### src/rtl/bal_pkg.sv
// Package: codes, widths and controller/datapath interface types of the list unit.
`default_nettype none

package bal_pkg;

   localparam int CAPACITY_DEFAULT = 256;

   localparam int TYPE_W = 3;
   localparam int DATA_W = 32;
   localparam int POS_W  = 9;
   localparam int STAT_W = 2;

   // request codes
   localparam logic [TYPE_W-1:0] REQ_APPEND    = 3'd0;
   localparam logic [TYPE_W-1:0] REQ_REM_END   = 3'd1;
   localparam logic [TYPE_W-1:0] REQ_INS_FRONT = 3'd2;
   localparam logic [TYPE_W-1:0] REQ_REM_FRONT = 3'd3;
   localparam logic [TYPE_W-1:0] REQ_INS_AT    = 3'd4;
   localparam logic [TYPE_W-1:0] REQ_REM_AT    = 3'd5;
   localparam logic [TYPE_W-1:0] REQ_READ_AT   = 3'd6;
   localparam logic [TYPE_W-1:0] REQ_NONE      = 3'd7;

   // status codes
   localparam logic [STAT_W-1:0] ST_OK    = 2'd0;
   localparam logic [STAT_W-1:0] ST_FULL  = 2'd1;
   localparam logic [STAT_W-1:0] ST_EMPTY = 2'd2;
   localparam logic [STAT_W-1:0] ST_RANGE = 2'd3;

   // commands from controller to datapath
   typedef struct packed {
      logic load;        // latch the accepted transaction
      logic check;       // latch the status, clear the data
      logic start;       // set up cursor, target and limit
      logic shift_up;    // move one entry up (insert)
      logic shift_down;  // move one entry down (remove or read)
      logic place;       // write the new element, bump the count
      logic retire;      // drop the count after a removal
      logic finish;      // load the result register
   } bal_cmd_type;

   // status from datapath to controller
   typedef struct packed {
      logic is_ins;
      logic is_rd;
      logic is_nop;
      logic err;
      logic up_done;
      logic down_done;
   } bal_sts_type;

endpackage

`default_nettype wire

### src/rtl/bal_ctrl.sv
// Controller: sequences one transaction at a time through check, shift and reply.
`default_nettype none

module bal_ctrl (
   input  wire                 clock,
   input  wire                 reset,
   input  wire                 req_valid,
   output logic                req_stall,
   output logic                rsp_valid,
   input  wire                 rsp_stall,
   input  wire bal_pkg::bal_sts_type sts,
   output bal_pkg::bal_cmd_type cmd
);
   import bal_pkg::*;

   localparam logic [2:0] S_IDLE  = 3'd0;
   localparam logic [2:0] S_CHECK = 3'd1;
   localparam logic [2:0] S_INS   = 3'd2;
   localparam logic [2:0] S_REM   = 3'd3;
   localparam logic [2:0] S_DONE  = 3'd4;

   logic [2:0] state_ff;
   logic [2:0] state_in;
   logic       rsp_valid_ff;
   logic       rsp_valid_in;

   always_comb begin
      cmd      = '0;
      state_in = state_ff;
      case (state_ff)
         S_IDLE: begin
            if (req_valid) begin
               cmd.load = 1'b1;
               state_in = S_CHECK;
            end
         end
         S_CHECK: begin
            cmd.check = 1'b1;
            if (sts.err || sts.is_nop) begin
               state_in = S_DONE;
            end else begin
               cmd.start = 1'b1;
               state_in  = sts.is_ins ? S_INS : S_REM;
            end
         end
         S_INS: begin
            if (sts.up_done) begin
               cmd.place = 1'b1;
               state_in  = S_DONE;
            end else begin
               cmd.shift_up = 1'b1;
            end
         end
         S_REM: begin
            if (sts.down_done) begin
               cmd.retire = !sts.is_rd;
               state_in   = S_DONE;
            end else begin
               cmd.shift_down = 1'b1;
            end
         end
         S_DONE: begin
            if (!rsp_valid_ff || !rsp_stall) begin
               cmd.finish = 1'b1;
               state_in   = S_IDLE;
            end
         end
         default: begin
            state_in = S_IDLE;
         end
      endcase
   end

   always_comb begin
      if (cmd.finish) begin
         rsp_valid_in = 1'b1;
      end else if (rsp_stall) begin
         rsp_valid_in = rsp_valid_ff;
      end else begin
         rsp_valid_in = 1'b0;
      end
   end

   always_ff @(posedge clock) begin
      if (reset) begin
         state_ff     <= S_IDLE;
         rsp_valid_ff <= 1'b0;
      end else begin
         state_ff     <= state_in;
         rsp_valid_ff <= rsp_valid_in;
      end
   end

   assign req_stall = (state_ff != S_IDLE);
   assign rsp_valid = rsp_valid_ff;

endmodule

`default_nettype wire

### config.mk
export PLATFORM = sky130hd
export DESIGN_NAME = bal_ctrl
export DESIGN_NICKNAME = d
export VERILOG_FILES = /design/src/rtl/bal_pkg.sv /design/src/rtl/bal_ctrl.sv
export SDC_FILE = /design/constraint.sdc
export NUM_CORES = 1
export LEC_CHECK = 0
export BUFFER_PORTS_ARGS = -buffer_cell sky130_fd_sc_hd__buf_4
export CAP_MARGIN = 20
export CORE_AREA = 2 2 39 41
export CTS_CLUSTER_SIZE = 16
export DETAILED_ROUTE_END_ITERATION = 12
export DIE_AREA = 0 0 41 43
export PLACE_DENSITY = 0.46
export SYNTH_ARGS = -nofsm -noshare
export SYNTH_HDL_FRONTEND = slang
export SYNTH_SLANG_ARGS = --single-unit
### constraint.sdc
create_clock -name clock -period 1.65 [get_ports clock]
set_input_delay 0.165 -clock clock [delete_from_list [all_inputs] [get_ports clock]]
set_output_delay 0.165 -clock clock [all_outputs]
set_load 0.1 [all_outputs]
## Word-level counts from Yosys, hierarchy flattened

Index checks and enable logic that the tools add are counted.

- Output and inout bits: 10
- Bits of input ports: 10
- Logic and storage cells: 42
- Bits in registers: 4

- Reduce and logical (&&, ||, !) cells: 8
- Muxes and demuxes: 23
- Eq/ne operators: 9

Operator list:

| cell | number |
|---|---|
| $mux 1 | 16 |
| $mux 3 | 5 |
| $pmux 3 s5 | 1 |
| $ne 2x2->1 const B | 4 |
| $eq 3x2->1 const B | 2 |
| $reduce_and 4->1 | 1 |
| $eq 3x1->1 const B | 1 |
| $eq 3x3->1 const B | 1 |
| $logic_not 1->1 | 3 |
| $logic_not 3->1 | 1 |
| $reduce_bool 3->1 | 1 |
| $logic_or 1x1->1 | 2 |
| $mux 2 | 1 |
| $ne 2x1->1 const B | 1 |

## Depth between registers and ports, before layout

- Word-level depth: 5
- Mapped depth: 4
- Gate-level depth less buffers: 3

## Least setup slack after synthesis

No wires, ideal clock.

- Path type: register to output
- Start point: register state_ff[1]
- End point: output port cmd[4] (netlist bit)
- Path slack: -2.232 ns
- Data arrival time: 3.717 ns
- Required time: 1.485 ns
- Cell stages (with the launch flop): 3
- Cell sequence: dfxtp_1 -> clkbuf_1 -> nor4b_1

RTL lines:

| what | RTL line | source |
|---|---|---|
| start, declared | bal_ctrl.sv:22 | `logic [2:0] state_ff;` |
| start signal, assigned | bal_ctrl.sv:89 | `state_ff <= state_in;` |
| end, declared | bal_ctrl.sv:12 | `output bal_pkg::bal_cmd_type cmd` |

==> flow_summary.yaml <==
status:
  outcome: "finished, final reports clean"
synth:
  ys.warnings.count: 0
  synthFlopType: "dfxtp_1"
  syn_avg_cell_area_um2: 8.17
  syn_area_um2: 278
  async_flop_share_pct: 0
  seq_area_frac_synth_pct: 28.8
  syn-instance-count: 34
  synth.distinct_cells: 22
  synth-edff-count: 0
  synth_nets: 44
  ys_ff_latch: 4
power_and_ir_drop:
  p_int_uw: 260
  p_switching_uw: 213
  clkPwrFrac_pct: 26.7
  combPwrFrac_pct: 50.4
  pwr_density_cell_nw_per_um2: 806
  power_leakage_uw: 0.000242
  switching_share_pct: 44.9
  seq_power_share_pct: 22.8
  vdd_ir_drop_max_uv: 244
sta:
  finalMaxSlewViolations: 0
  rsz0062_at_grt: "false"
  hold_viol_final: 0
  max-slew-margin-rel_pct: 81.4
  timing.fmax_mhz: 623
  setup_viol: 0
  finalCritPeriodShare_pct: 97.3
  worstMarginPinSlew_ps: 281
  fin_crit_ps: 1610
  layout_setup_ws_ps: 44.7
  final.setup.tns_ps: 0
  clock-skew-final_ps: 6.81
floorplan:
  fp-row-count: 14
  die_y_um: 43
  io_pins: 20
  coreArea_um2: 1380
  start_util_pct: 20.1
  die_width_um: 41
  die-area_um2: 1760
critical_path:
  crit_type: "register to output port"
  crit_chain: "or3b_2, a21oi_2, buf_12"
  cp_top_family: "simple AND/OR/NAND/NOR gates"
  reg2reg_depth: 3
  critPathMaxFanout: 3
  critPathSlowestCell: "or3b_2"
  crit_end: "cmd[0]"
  cp.arrival_ps: 1440
  timing.critical_path.from: "state_ff[2]"
  cpPeakStageDelay_ps: 500
  crit_path_end_kind: "output port"
  path_depth: 3
  start_kind: "register"
  r2r_start: "state_ff[1]"
  worstPathRequired_ps: 1480
  cp_num_buf_inv: 1
  r2r_setup_slack_ps: 230
  r2r_end: "state_ff[0]"
grt:
  grt_pass1_wl_um: 1400
  overflow: 0
  antenna_found_initial: 0
  grt_max_degree: 12
  grt.total_usage_pct: 12.6
  grt_pass1_vias: 337
place:
  place_ws_ps: 211
  io_buffers: 19
  routabilityCongestion: 0.699
  dp_hpwl_um: 711
layout:
  final_core_utilization_pct: 42.4
  syn_to_final_growth_pct: 111
  drive_above_1_share_pct: 69.6
  diodes: 0
  final_common_cell: "buf_4"
  nets: 68
  mostFrequentLayoutCells: "20 x buf_4, 3 x nor2_4, 3 x clkbuf_4, 3 x dfxtp_1"
  fillers: 137
clock_network:
  clk_latency_ps: 240
  post-cts-setup-buffers: 0
  htreeDepth: 1
  cts_buffers: 3
  path_clk_slew_ps: 40
  cts_tree: "built"
  clock-sinks: 4
  cts-root-buf: "clkbuf_4"
  clockBufferDepth: 2
detailed_routing:
  viasPerCell: 4.74
  firstDrtPassIters: 1
  drtIter0Drc: 0
  wl_per_cell_um: 12.8
  drc: 0
  vias: 341
  ant_nets: 0
  wl_um: 922
hold_path:
  hp-class: "input port to register"
flow_run:
  cap_violations: 0
==> synth_stat cells, types with 2 or more instances <==
| master | number | area share, % |
|---|---|---|
| nor2_1 | 4 | 5.4 |
| nor4b_1 | 2 | 6.3 |
| or3b_2 | 2 | 6.3 |
| clkbuf_1 | 2 | 2.7 |
| a21oi_1 | 2 | 3.6 |
| nand2b_1 | 2 | 4.5 |
| dfxtp_1 | 4 | 29 |
| nand2_1 | 2 | 2.7 |
==> timing repair <==
item,CTS,global route
hold buffers,0,0
resized for setup,5,3
setup endpoints to repair,2,2
gates cloned,0,0
==> sequential cells by signal (all words and copies together) (netlist names) <==
name,flops
state_ff,3
rsp_valid,1
==> stage by stage <==
stage	area, um2	hold slack (ps)	power, uW	instances
after detailed placement	531	370	341	69
after global placement	531	363	339	69
after CTS	573	111	476	72
final	587	116	473	72
after floorplan	380	234	292	34
after global routing	587	119	495	72
==> power groups by stage <==
stage	Clock, uW	Combinational, uW	Sequential (uW)
after floorplan	0	172	121
after global placement	0	231	109
after detailed placement	0	232	109
after CTS	133	235	108
after global routing	138	248	109
final	126	238	108
==> layout make-up <==
type / instances / area (um2) / area share (%)
clock buffers: 3 / 22.5 / 3.84
flip-flops and latches: 4 / 81.3 / 13.9
multi-input cells: 27 / 273 / 46.5
repair buffers: 22 / 190 / 32.4
well taps: 16 / 20.0 / 3.41
==> how the worst min path moves through the flow <==
stage	to	slack, ps	cells after the start	startpoint
after floorplan	rsp_valid	230	1	reset
after global placement	rsp_valid	360	2	reset
after detailed placement	rsp_valid	370	2	reset
after CTS	state_ff[0]	110	2	reset
after global routing	rsp_valid	120	2	reset
final	state_ff[0]	120	2	reset
==> per-layer routing <==
| metal | part of all wire, % | up-vias | track usage (%) |
|---|---|---|---|
| met5 | 0 | - | 0 |
| met4 | 3.3 | 0 | 16.0 |
| met3 | 6.7 | 3 | 1.05 |
| met2 | 52 | 14 | 18.4 |
| met1 | 37 | 153 | 12.9 |
| li1 | - | 171 | - |
==> kinds of logic after synthesis <==
| family | after synthesis | synth area share [%] |
|---|---|---|
| flops | 4 | 28.8 |
| buf+inv | 3 | 5.41 |
| simple gates | 20 | 47.3 |
| compound gates | 7 | 18.5 |
Power figures use the tool's default switching activity.
